[src/rtl/core/bpr_matrix_factor_sgd_step_top_defines.svh]
// ----------------------------------------------------------------------------
// BPR SGD step engine assertion macros
// Shared property shorthands for the concurrent checks in the RTL.
// ----------------------------------------------------------------------------
`ifndef BPR_MATRIX_FACTOR_SGD_STEP_TOP_DEFINES_SVH
`define BPR_MATRIX_FACTOR_SGD_STEP_TOP_DEFINES_SVH

// Same-cycle implication, checked outside reset.
`define BPR_ASSERT_IMP(lbl, clk, rst_n, ante, cons, msg) \
    lbl: assert property (@(posedge clk) disable iff (!rst_n) (ante) |-> (cons)) \
        else $error(msg);

// Next-cycle implication, checked outside reset.
`define BPR_ASSERT_NXT(lbl, clk, rst_n, ante, cons, msg) \
    lbl: assert property (@(posedge clk) disable iff (!rst_n) (ante) |=> (cons)) \
        else $error(msg);

`endif

[src/rtl/core/bpr_pkg.sv]
// ----------------------------------------------------------------------------
// BPR SGD step package
// Store sizes, codes, word types and fixed-point helpers.
// ----------------------------------------------------------------------------
`default_nettype none

package bpr_pkg;

    localparam int MAX_USERS   = 1024;
    localparam int MAX_ITEMS   = 4096;
    localparam int MAX_FACTORS = 64;

    localparam int USER_IW = $clog2(MAX_USERS);
    localparam int ITEM_IW = $clog2(MAX_ITEMS);
    localparam int FIDX_W  = $clog2(MAX_FACTORS);
    localparam int FCNT_W  = $clog2(MAX_FACTORS + 1);
    localparam int UADDR_W = USER_IW + FIDX_W;
    localparam int IADDR_W = ITEM_IW + FIDX_W;
    localparam int ACC_W   = 33 + FCNT_W;
    localparam int STEP_W  = 4;
    localparam int NUM_OPS = 9;

    localparam logic [1:0] MODE_LOAD_USER = 2'd0;
    localparam logic [1:0] MODE_LOAD_ITEM = 2'd1;
    localparam logic [1:0] MODE_TRAIN     = 2'd2;
    localparam logic [1:0] MODE_PREDICT   = 2'd3;

    localparam logic [2:0] CFG_LEARN_RATE  = 3'd0;
    localparam logic [2:0] CFG_LAMBDA_USER = 3'd1;
    localparam logic [2:0] CFG_LAMBDA_POS  = 3'd2;
    localparam logic [2:0] CFG_LAMBDA_NEG  = 3'd3;
    localparam logic [2:0] CFG_FACTORS     = 3'd4;
    localparam logic [2:0] CFG_USERS       = 3'd5;
    localparam logic [2:0] CFG_ITEMS       = 3'd6;
    localparam logic [2:0] CFG_GLOBAL_MEAN = 3'd7;

    localparam logic [15:0] RST_LEARN_RATE = 16'd6554;
    localparam logic [15:0] RST_LAMBDA     = 16'd655;
    localparam logic [6:0]  RST_FACTORS    = 7'd64;
    localparam logic [10:0] RST_USERS      = 11'd1024;
    localparam logic [12:0] RST_ITEMS      = 13'd4096;

    localparam logic [STEP_W-1:0] OP_D_DIFF  = 4'd0;
    localparam logic [STEP_W-1:0] OP_LU_W    = 4'd1;
    localparam logic [STEP_W-1:0] OP_D_W     = 4'd2;
    localparam logic [STEP_W-1:0] OP_LP_HI   = 4'd3;
    localparam logic [STEP_W-1:0] OP_D_NEGW  = 4'd4;
    localparam logic [STEP_W-1:0] OP_LN_HJ   = 4'd5;
    localparam logic [STEP_W-1:0] OP_LR_GU   = 4'd6;
    localparam logic [STEP_W-1:0] OP_LR_GI   = 4'd7;
    localparam logic [STEP_W-1:0] OP_LR_GJ   = 4'd8;
    localparam logic [STEP_W-1:0] OP_RETIRE  = 4'd9;

    typedef struct packed {
        logic [1:0]         mode;
        logic [9:0]         user_index;
        logic [11:0]        pos_item_index;
        logic [11:0]        neg_item_index;
        logic [5:0]         factor_index;
        logic signed [31:0] factor_value;
    } t_cmd;

    typedef struct packed {
        logic signed [31:0] result_value;
        logic               status;
    } t_result;

    typedef struct packed {
        logic              capture;
        logic              load;
        logic              res_err;
        logic              rd;
        logic              dot;
        logic              xsat;
        logic              sig;
        logic              op_en;
        logic [STEP_W-1:0] op_step;
        logic              wr_i;
        logic              wr_j;
        logic [FIDX_W-1:0] f;
    } t_dp_ctl;

    typedef struct packed {
        logic [1:0]        mode;
        logic              load_err;
        logic              rng_err;
        logic [FCNT_W-1:0] nf;
        logic              dot_busy;
    } t_dp_sts;

    function automatic logic signed [31:0] sat32(input logic signed [65:0] v);
        if (v > 66'sd2147483647) begin
            return 32'sh7FFF_FFFF;
        end else if (v < -66'sd2147483648) begin
            return 32'sh8000_0000;
        end
        return v[31:0];
    endfunction

    // Round half up, then arithmetic shift right.
    function automatic logic signed [65:0] rnd_shr(input logic signed [65:0] v,
                                                   input int sh);
        logic signed [65:0] t;
        t = v + (66'sd1 <<< (sh - 1));
        return t >>> sh;
    endfunction

    function automatic logic [15:0] sig_tab(input logic [4:0] idx);
        logic [15:0] r;
        unique case (idx)
            5'd0:    r = 16'd32768;
            5'd1:    r = 16'd24743;
            5'd2:    r = 16'd17625;
            5'd3:    r = 16'd11955;
            5'd4:    r = 16'd7812;
            5'd5:    r = 16'd4971;
            5'd6:    r = 16'd3108;
            5'd7:    r = 16'd1921;
            5'd8:    r = 16'd1179;
            5'd9:    r = 16'd720;
            5'd10:   r = 16'd439;
            5'd11:   r = 16'd267;
            5'd12:   r = 16'd162;
            5'd13:   r = 16'd98;
            5'd14:   r = 16'd60;
            5'd15:   r = 16'd36;
            default: r = 16'd22;
        endcase
        return r;
    endfunction

endpackage

`default_nettype wire

[src/rtl/core/bpr_ctrl.sv]
// ----------------------------------------------------------------------------
// BPR SGD step controller
// Sequences the command check, the dot pass, the logistic weight and the per-factor update.
// ----------------------------------------------------------------------------
`default_nettype none

`include "bpr_matrix_factor_sgd_step_top_defines.svh"

module bpr_ctrl (
    input  wire logic             i_clk,
    input  wire logic             i_rst_n,
    input  wire logic             i_start,
    input  wire bpr_pkg::t_dp_sts i_sts,
    output logic                  o_busy,
    output logic                  o_done,
    output bpr_pkg::t_dp_ctl      o_ctl
);

    typedef enum logic [3:0] {
        ST_IDLE, ST_CHECK, ST_DOT, ST_XSAT, ST_SIG,
        ST_URD, ST_UWAIT, ST_UOP, ST_UWI, ST_UWJ
    } t_state;

    t_state                     r_state;
    logic [bpr_pkg::FCNT_W-1:0] r_f;
    logic [bpr_pkg::STEP_W-1:0] r_step;
    logic                       r_busy, r_done;
    bpr_pkg::t_dp_ctl           ctl;

    always_comb begin
        ctl         = '0;
        ctl.f       = r_f[bpr_pkg::FIDX_W-1:0];
        ctl.op_step = r_step;
        unique case (r_state)
            ST_IDLE:  ctl.capture = i_start;
            ST_CHECK: begin
                if ((i_sts.mode == bpr_pkg::MODE_LOAD_USER) ||
                    (i_sts.mode == bpr_pkg::MODE_LOAD_ITEM)) begin
                    ctl.load = 1'b1;
                end else if (i_sts.rng_err) begin
                    ctl.res_err = 1'b1;
                end
            end
            ST_DOT: begin
                ctl.rd  = r_f < i_sts.nf;
                ctl.dot = r_f < i_sts.nf;
            end
            ST_XSAT:  ctl.xsat  = 1'b1;
            ST_SIG:   ctl.sig   = 1'b1;
            ST_URD:   ctl.rd    = 1'b1;
            ST_UWAIT: ;
            ST_UOP:   ctl.op_en = 1'b1;
            ST_UWI:   ctl.wr_i  = 1'b1;
            ST_UWJ:   ctl.wr_j  = 1'b1;
            default:  ;
        endcase
    end

    always_ff @(posedge i_clk) begin
        if (!i_rst_n) begin
            r_state <= ST_IDLE;
            r_f     <= '0;
            r_step  <= '0;
            r_busy  <= 1'b0;
            r_done  <= 1'b0;
        end else begin
            r_done <= 1'b0;
            unique case (r_state)
                ST_IDLE: begin
                    if (i_start) begin
                        r_busy  <= 1'b1;
                        r_state <= ST_CHECK;
                    end
                end
                ST_CHECK: begin
                    if (ctl.load || ctl.res_err) begin
                        r_busy  <= 1'b0;
                        r_done  <= 1'b1;
                        r_state <= ST_IDLE;
                    end else begin
                        r_f     <= '0;
                        r_state <= ST_DOT;
                    end
                end
                ST_DOT: begin
                    if (ctl.rd) begin
                        r_f <= r_f + bpr_pkg::FCNT_W'(1);
                    end else if (!i_sts.dot_busy) begin
                        r_state <= ST_XSAT;
                    end
                end
                ST_XSAT: begin
                    if (i_sts.mode == bpr_pkg::MODE_PREDICT) begin
                        r_busy  <= 1'b0;
                        r_done  <= 1'b1;
                        r_state <= ST_IDLE;
                    end else begin
                        r_state <= ST_SIG;
                    end
                end
                ST_SIG: begin
                    r_f <= '0;
                    if (i_sts.nf == '0) begin
                        r_busy  <= 1'b0;
                        r_done  <= 1'b1;
                        r_state <= ST_IDLE;
                    end else begin
                        r_state <= ST_URD;
                    end
                end
                ST_URD:   r_state <= ST_UWAIT;
                ST_UWAIT: begin
                    r_step  <= bpr_pkg::OP_D_DIFF;
                    r_state <= ST_UOP;
                end
                ST_UOP: begin
                    if (r_step == bpr_pkg::OP_RETIRE) begin
                        r_state <= ST_UWI;
                    end else begin
                        r_step <= r_step + 4'd1;
                    end
                end
                ST_UWI:   r_state <= ST_UWJ;
                ST_UWJ: begin
                    if ((r_f + bpr_pkg::FCNT_W'(1)) < i_sts.nf) begin
                        r_f     <= r_f + bpr_pkg::FCNT_W'(1);
                        r_state <= ST_URD;
                    end else begin
                        r_busy  <= 1'b0;
                        r_done  <= 1'b1;
                        r_state <= ST_IDLE;
                    end
                end
                default: r_state <= ST_IDLE;
            endcase
        end
    end

    assign o_busy = r_busy;
    assign o_done = r_done;
    assign o_ctl  = ctl;

    `BPR_ASSERT_IMP(a_done_idle, i_clk, i_rst_n, r_done, !r_busy && (r_state == ST_IDLE), "Result word shown while busy.")
    `BPR_ASSERT_NXT(a_start_busy, i_clk, i_rst_n, i_start && !r_busy, r_busy && !r_done, "Accepted word did not raise busy.")
    `BPR_ASSERT_IMP(a_wrj_after_wri, i_clk, i_rst_n, ctl.wr_j, $past(ctl.wr_i), "Other item written without liked item first.")

endmodule

`default_nettype wire

[config.mk]
export PLATFORM = sky130hd
export DESIGN_NAME = bpr_ctrl
export DESIGN_NICKNAME = d
export VERILOG_FILES = /design/src/rtl/core/bpr_pkg.sv /design/src/rtl/core/bpr_ctrl.sv
export VERILOG_INCLUDE_DIRS = /design/src /design/src/rtl/core
export SDC_FILE = /design/constraint.sdc
export NUM_CORES = 1
export LEC_CHECK = 0
export BUFFER_PORTS_ARGS = -buffer_cell sky130_fd_sc_hd__buf_2
export CAP_MARGIN = 20
export CORE_UTILIZATION = 48
export DETAILED_ROUTE_END_ITERATION = 12
export MAX_ROUTING_LAYER = met4
export PLACE_DENSITY = 0.78
export SLEW_MARGIN = 0
export SYNTH_ARGS = -nofsm -noshare
export SYNTH_HDL_FRONTEND = slang
export SYNTH_SLANG_ARGS = --single-unit
export TNS_END_PERCENT = 1
[constraint.sdc]
create_clock -name i_clk -period 2.53 [get_ports i_clk]
set_input_delay 0.1265 -clock i_clk [delete_from_list [all_inputs] [get_ports i_clk]]
set_output_delay 0.1265 -clock i_clk [all_outputs]
set_load 0.005 [all_outputs]
After elaboration in Yosys (flattened, before gate mapping)
Cells that the tools add are included.

cells by class
  add/subtract/negate cells = 2
  $lt $le $gt $ge = 2
  eq/ne operators = 24
  mux-type cells = 38
  reduce and logical (&&, ||, !) cells = 12

operators with widths
  cell                                                             number
  4-bit case mux with 10 select lines                              1
  7-bit case mux with 4 select lines                               1
  2-bit inequality test, second input constant                     12
  7-bit two-way mux                                                3
  4-bit two-way mux                                                5
  1-bit two-way mux                                                19
  4-bit by 3-bit == test with 1-bit output, second input constant  4
  7-bit less-than comparator                                       2
  4-bit == test, second input constant                             3
  3-bit two-way mux                                                3
  4-bit by 2-bit == test with 1-bit output, second input constant  2
  4-bit case mux with 2 select lines                               1
  4-bit AND reduction                                              2
  7-bit by 1-bit adder with 7-bit output, second input constant    1
  7-bit zero test                                                  1
  6-bit AND reduction                                              1
  1-bit case mux with 5 select lines                               1
  5-bit nonzero test                                               1
  4-bit by 1-bit adder with 4-bit output, second input constant    1
  4-bit by 1-bit == test with 1-bit output, second input constant  1
  4-bit zero test                                                  1
  2-bit two-way mux                                                2
  1-bit case mux with 4 select lines                               1
  4-bit nonzero test                                               1
  7 further kinds                                                  8

storage, ports and cells
  bits in registers = 17
  input port bits = 15
  output and inout bits = 22
  word-level logic and storage cells = 83

Depth between registers and ports, before layout
  depth in word-level cells = 7
  depth in mapped cells = 11
  mapped depth without buffers = 11

Worst setup path before layout
No wires, ideal clock.

  path type = register -> register
  start = register r_f[0] in the netlist's numbering
  end = register r_f[3] in the netlist's numbering
  setup time = 0.117 ns
  arrival = 2.383 ns
  slack = 0.029 ns
  stages on the path, launching flop included = 12
  path buffers = 0
  path through = dfxtp_1 ha_1 nand3_1 nor2_1 xor2_1 ha_1 a21oi_1 o21ai_0 o21bai_1 o2bb2ai_4 or2_4 a32o_1

between the ends
  longest elaborated chain between the ends = 4
  elaborated cells between the ends (all ways) = 10

ends and longest elaborated chain
  item                                                                                  RTL line                         text
  from (decl)                                                                           bpr_ctrl.sv:25                   logic [bpr_pkg::FCNT_W-1:0] r_f;
  from (signal assigned)                                                                bpr_ctrl.sv:87                   r_f <= r_f + bpr_pkg::FCNT_W'(1);
  from (signal assigned)                                                                bpr_ctrl.sv:126                  r_f <= r_f + bpr_pkg::FCNT_W'(1);
  7-bit by 1-bit adder with 7-bit output or 7-bit less-than comparator (tied branches)  --
  7-bit less-than comparator or 1-bit case mux with 2 select lines (tied branches)      bpr_ctrl.sv:125, bpr_ctrl.sv:34
  2-bit inequality test (no source line)                                                --
  4-bit AND reduction (no source line)                                                  --

Several ways; a longest one is shown, not always the timed one. The select of a mux whose other input is x is not followed.
A chain may end at the register's enable or synchronous reset.

Final worst setup path
Same ends and word-level chain as after synthesis.

==> flow_summary_export.csv <==
group,metric,value,unit
critical_path,reg2reg_from,"r_f[0]$_SDFFE_PN0P_",
cells_and_area,multiInputGateArea,987,sq um
route,dr.first_iter.drc_count,60,
floorplan,die_w,56.8,um
route,met3_length,148,um
critical_path,crit_fanout,6,
timing,setup_viol,0,
timing,tightestPinTransition,0.612,ns
logic_synthesis,ys_types,47,
logic_synthesis,synthCells,181,
critical_path,worstPathRequired,2.72,ns
grt,grt_usage,0.212,
timing,period_share,0.961,
grt,grt_overflow,0,
route,wl_met1,1570,um
timing,skew,0.000926,ns
critical_path,endpoint_kind,"flop",
logic_synthesis,syn-num-nets,211,
critical_path,path_cells,"ha_2 > nand3_2 > nor2_1 > xor2_1 > ha_1 > a21oi_2 > o21ai_0 > o21bai_4 > o2bb2ai_4 > or2_4 > a32o_1",
route,dr.pass1.iters,8,
placement,gp_congestion,0.819,
placement,post-dp-hpwl,2550,um
placement,post_dp_cell_area,1630,sq um
cells_and_area,mostFrequentLayoutCell,"buf_2",
route,top_layer_used,"met4",
timing,finalCriticalPeriod,2.43,ns
critical_path,critical_path_class,"flop to flop",
cells_and_area,nNetsFinal,246,
clock_tree,cts_tree,"yes",
logic_synthesis,netlist_area,1440,sq um
grt,grt_max_degree,18,
hold_path,min_path_cells,3,
logic_synthesis,syn_area_per_cell,7.95,sq um
timing,fmax,412,MHz
route,wl_per_cell,13.0,um
placement,port_buffers,35,
cells_and_area,final_cell_mix,"35 x buf_2, 19 x nand2_1, 16 x nor2_1",
clock_tree,cts_max_path_buffers,2,
logic_synthesis,ys_ff_latch,17,
timing,finalMaxSlewViolations,0,
route,antenna_left,0,
critical_path,r2r-end,"r_f[3]$_SDFFE_PN0P_",
clock_tree,root_buffer,"clkbuf_4",
floorplan,fp.dieH,56.8,um
power,power_density,648,nW/um^2
timing,worst_slack,0.0999,ns
timing,slew_headroom,0.589,
outcome,violations,"DRC",
critical_path,cpPeakStageDelay,0.35,ns
placement,dp_slack,0.0430,ns
outcome,status,"finished, violations left",
logic_synthesis,async_reset_ff_frac,0,
route,wl_met2,1460,um
cells_and_area,area_growth,17.0,%
clock_tree,post_cts_buffers,0,
floorplan,ios,37,
cells_and_area,fin_util,0.600,
hold_path,hold_class,"primary input to flop",
cells_and_area,ff_latch_area,344,sq um
cells_and_area,drive_gt1_frac,0.302,
grt,grt_pass1_vias,1231,
logic_synthesis,yosysSeqAreaShare,0.237,
power,vdd_ir_drop_max,0.471,mV
floorplan,rows,19,
route,wirelength,3190,um
logic_synthesis,synth-edff-count,0,
clock_tree,cts.clk_slew.worst_paths,0.10,ns
critical_path,reg2regPathDepth,11,
clock_tree,cts.sinks,17,
route,drc,4,
floorplan,core_area,2810,sq um
critical_path,cp_slowest_cell,"dfxtp_2",
run,drv_cap,0,
grt,antenna_found_initial,0,
clock_tree,clk_latency,0.29,ns
logic_synthesis,yosysWarnings,0,
clock_tree,numCtsBuffers,3,
critical_path,r2r_setup_slack,0.1,ns
floorplan,dieArea,3220,sq um
grt,grt_first_pass_wirelength,5290,um
cells_and_area,design_area,1680,sq um
power,p_leak,0.839,nW
logic_synthesis,ys.flop_type,"dfxtp_1",
clock_tree,cts-htree-levels,1,
cells_and_area,diodes,0,
critical_path,start_kind,"flop",
timing,timing_hold_violations_final,0,
hold_path,hold_end,"o_busy$_SDFFE_PN0P_",
floorplan,initial_core_util,0.513,
hold_path,hold_path.startpoint,"i_start",
route,via_count,1392,
route,vias_per_cell,5.66,
cells_and_area,fillers,268,
critical_path,cp.arrival,2.62,ns
area by class of cell:
| cell class | count | area share |
|---|---|---|
| sequential | 17 | 0.204 |
| clock buffer | 4 | 0.0156 |
| inverter | 10 | 0.0223 |
| tap | 31 | 0.0230 |
| timing repair buffer | 45 | 0.149 |
| multi-input combinational | 139 | 0.586 |
cells by family (layout without fill, tap and decap cells):
family / count (synthesis) / in the layout / synth area share
AO/OA/AOI/OAI: 45 / 45 / 0.228
XOR/XNOR: 7 / 7 / 0.0426
adder cells (fa/ha/maj): 15 / 15 / 0.130
buffers and inverters: 25 / 59 / 0.0930
flip-flops: 17 / 17 / 0.237
multiplexers: 2 / 2 / 0.0148
AND/OR/NAND/NOR: 70 / 70 / 0.255
synthesized netlist by cell type (2+ instances only):
cell type,n,area share
a211o_1,2,0.012
a21oi_1,9,0.031
a31o_2,2,0.012
and3_1,2,0.0087
buf_4,9,0.047
clkbuf_1,3,0.0078
dfxtp_1,17,0.24
ha_1,15,0.13
inv_1,10,0.026
nand2_1,19,0.050
nand2b_1,6,0.026
nand3_1,3,0.010
nand3b_1,2,0.010
nand4_1,3,0.013
nor2_1,16,0.042
nor2b_1,3,0.013
nor3_1,5,0.017
nor3b_1,2,0.010
nor4_1,3,0.013
o211ai_1,5,0.026
o21ai_0,13,0.045
o41ai_1,2,0.012
xnor2_1,2,0.012
xor2_1,5,0.030
repair_timing:
item,4_1_cts,5_1_grt
endpoints found under the setup margin,0,10
hold buffers,0,0
resized for setup,0,8
worst max-delay path by stage:
stage	start	end	slack, ns	depth (start not counted)
floorplan	r_f[0]$_SDFFE_PN0P_	r_f[3]$_SDFFE_PN0P_	0.03	11
global placement	r_f[0]$_SDFFE_PN0P_	r_f[3]$_SDFFE_PN0P_	0.09	11
detailed placement	r_f[0]$_SDFFE_PN0P_	r_f[3]$_SDFFE_PN0P_	0.04	11
CTS	r_f[0]$_SDFFE_PN0P_	r_f[3]$_SDFFE_PN0P_	0.02	11
global route	r_f[0]$_SDFFE_PN0P_	r_f[3]$_SDFFE_PN0P_	-0.007	11
finish	r_f[0]$_SDFFE_PN0P_	r_f[3]$_SDFFE_PN0P_	0.1	11
report_power, final:
group | internal (mW) | switching, mW
Combinational | 0.265 | 0.343
Sequential | 0.303 | 0.0357
Clock | 0.0613 | 0.0839
Total | 0.629 | 0.463
metal layers:
layer | up-vias | track usage
li1 | 713 | -
met1 | 630 | 0.296
met2 | 47 | 0.325
met3 | 2 | 0.0138
met4 | 0 | 0.0732
met5 | - | -
flip-flops by register name, indices dropped and copies added (netlist names):
signal,flops
r_f,7
r_state,4
r_step,4
o_busy,1
o_done,1
worst max-delay path: cells and delay by family (launching register included):
family                     cells  cell delay, ns
AOI/OAI and AO/OA              5            0.80
and+or+nand+nor                3            0.50
adders and majority gates      2            0.49
DFF                            1            0.35
xor gates and xnor gates       1            0.20
stage by stage:
step,hold WS [ns],total power [mW],setup TNS (ns),instances
finish,0.150,1.09,0,246
global placement,0.459,0.943,0,242
CTS,0.149,1.09,0,246
detailed placement,0.462,0.945,0,242
global route,0.167,1.18,-0.00717,246
floorplan,0.287,0.787,0,181
Note: power is estimated with default switching activity, not from simulation.
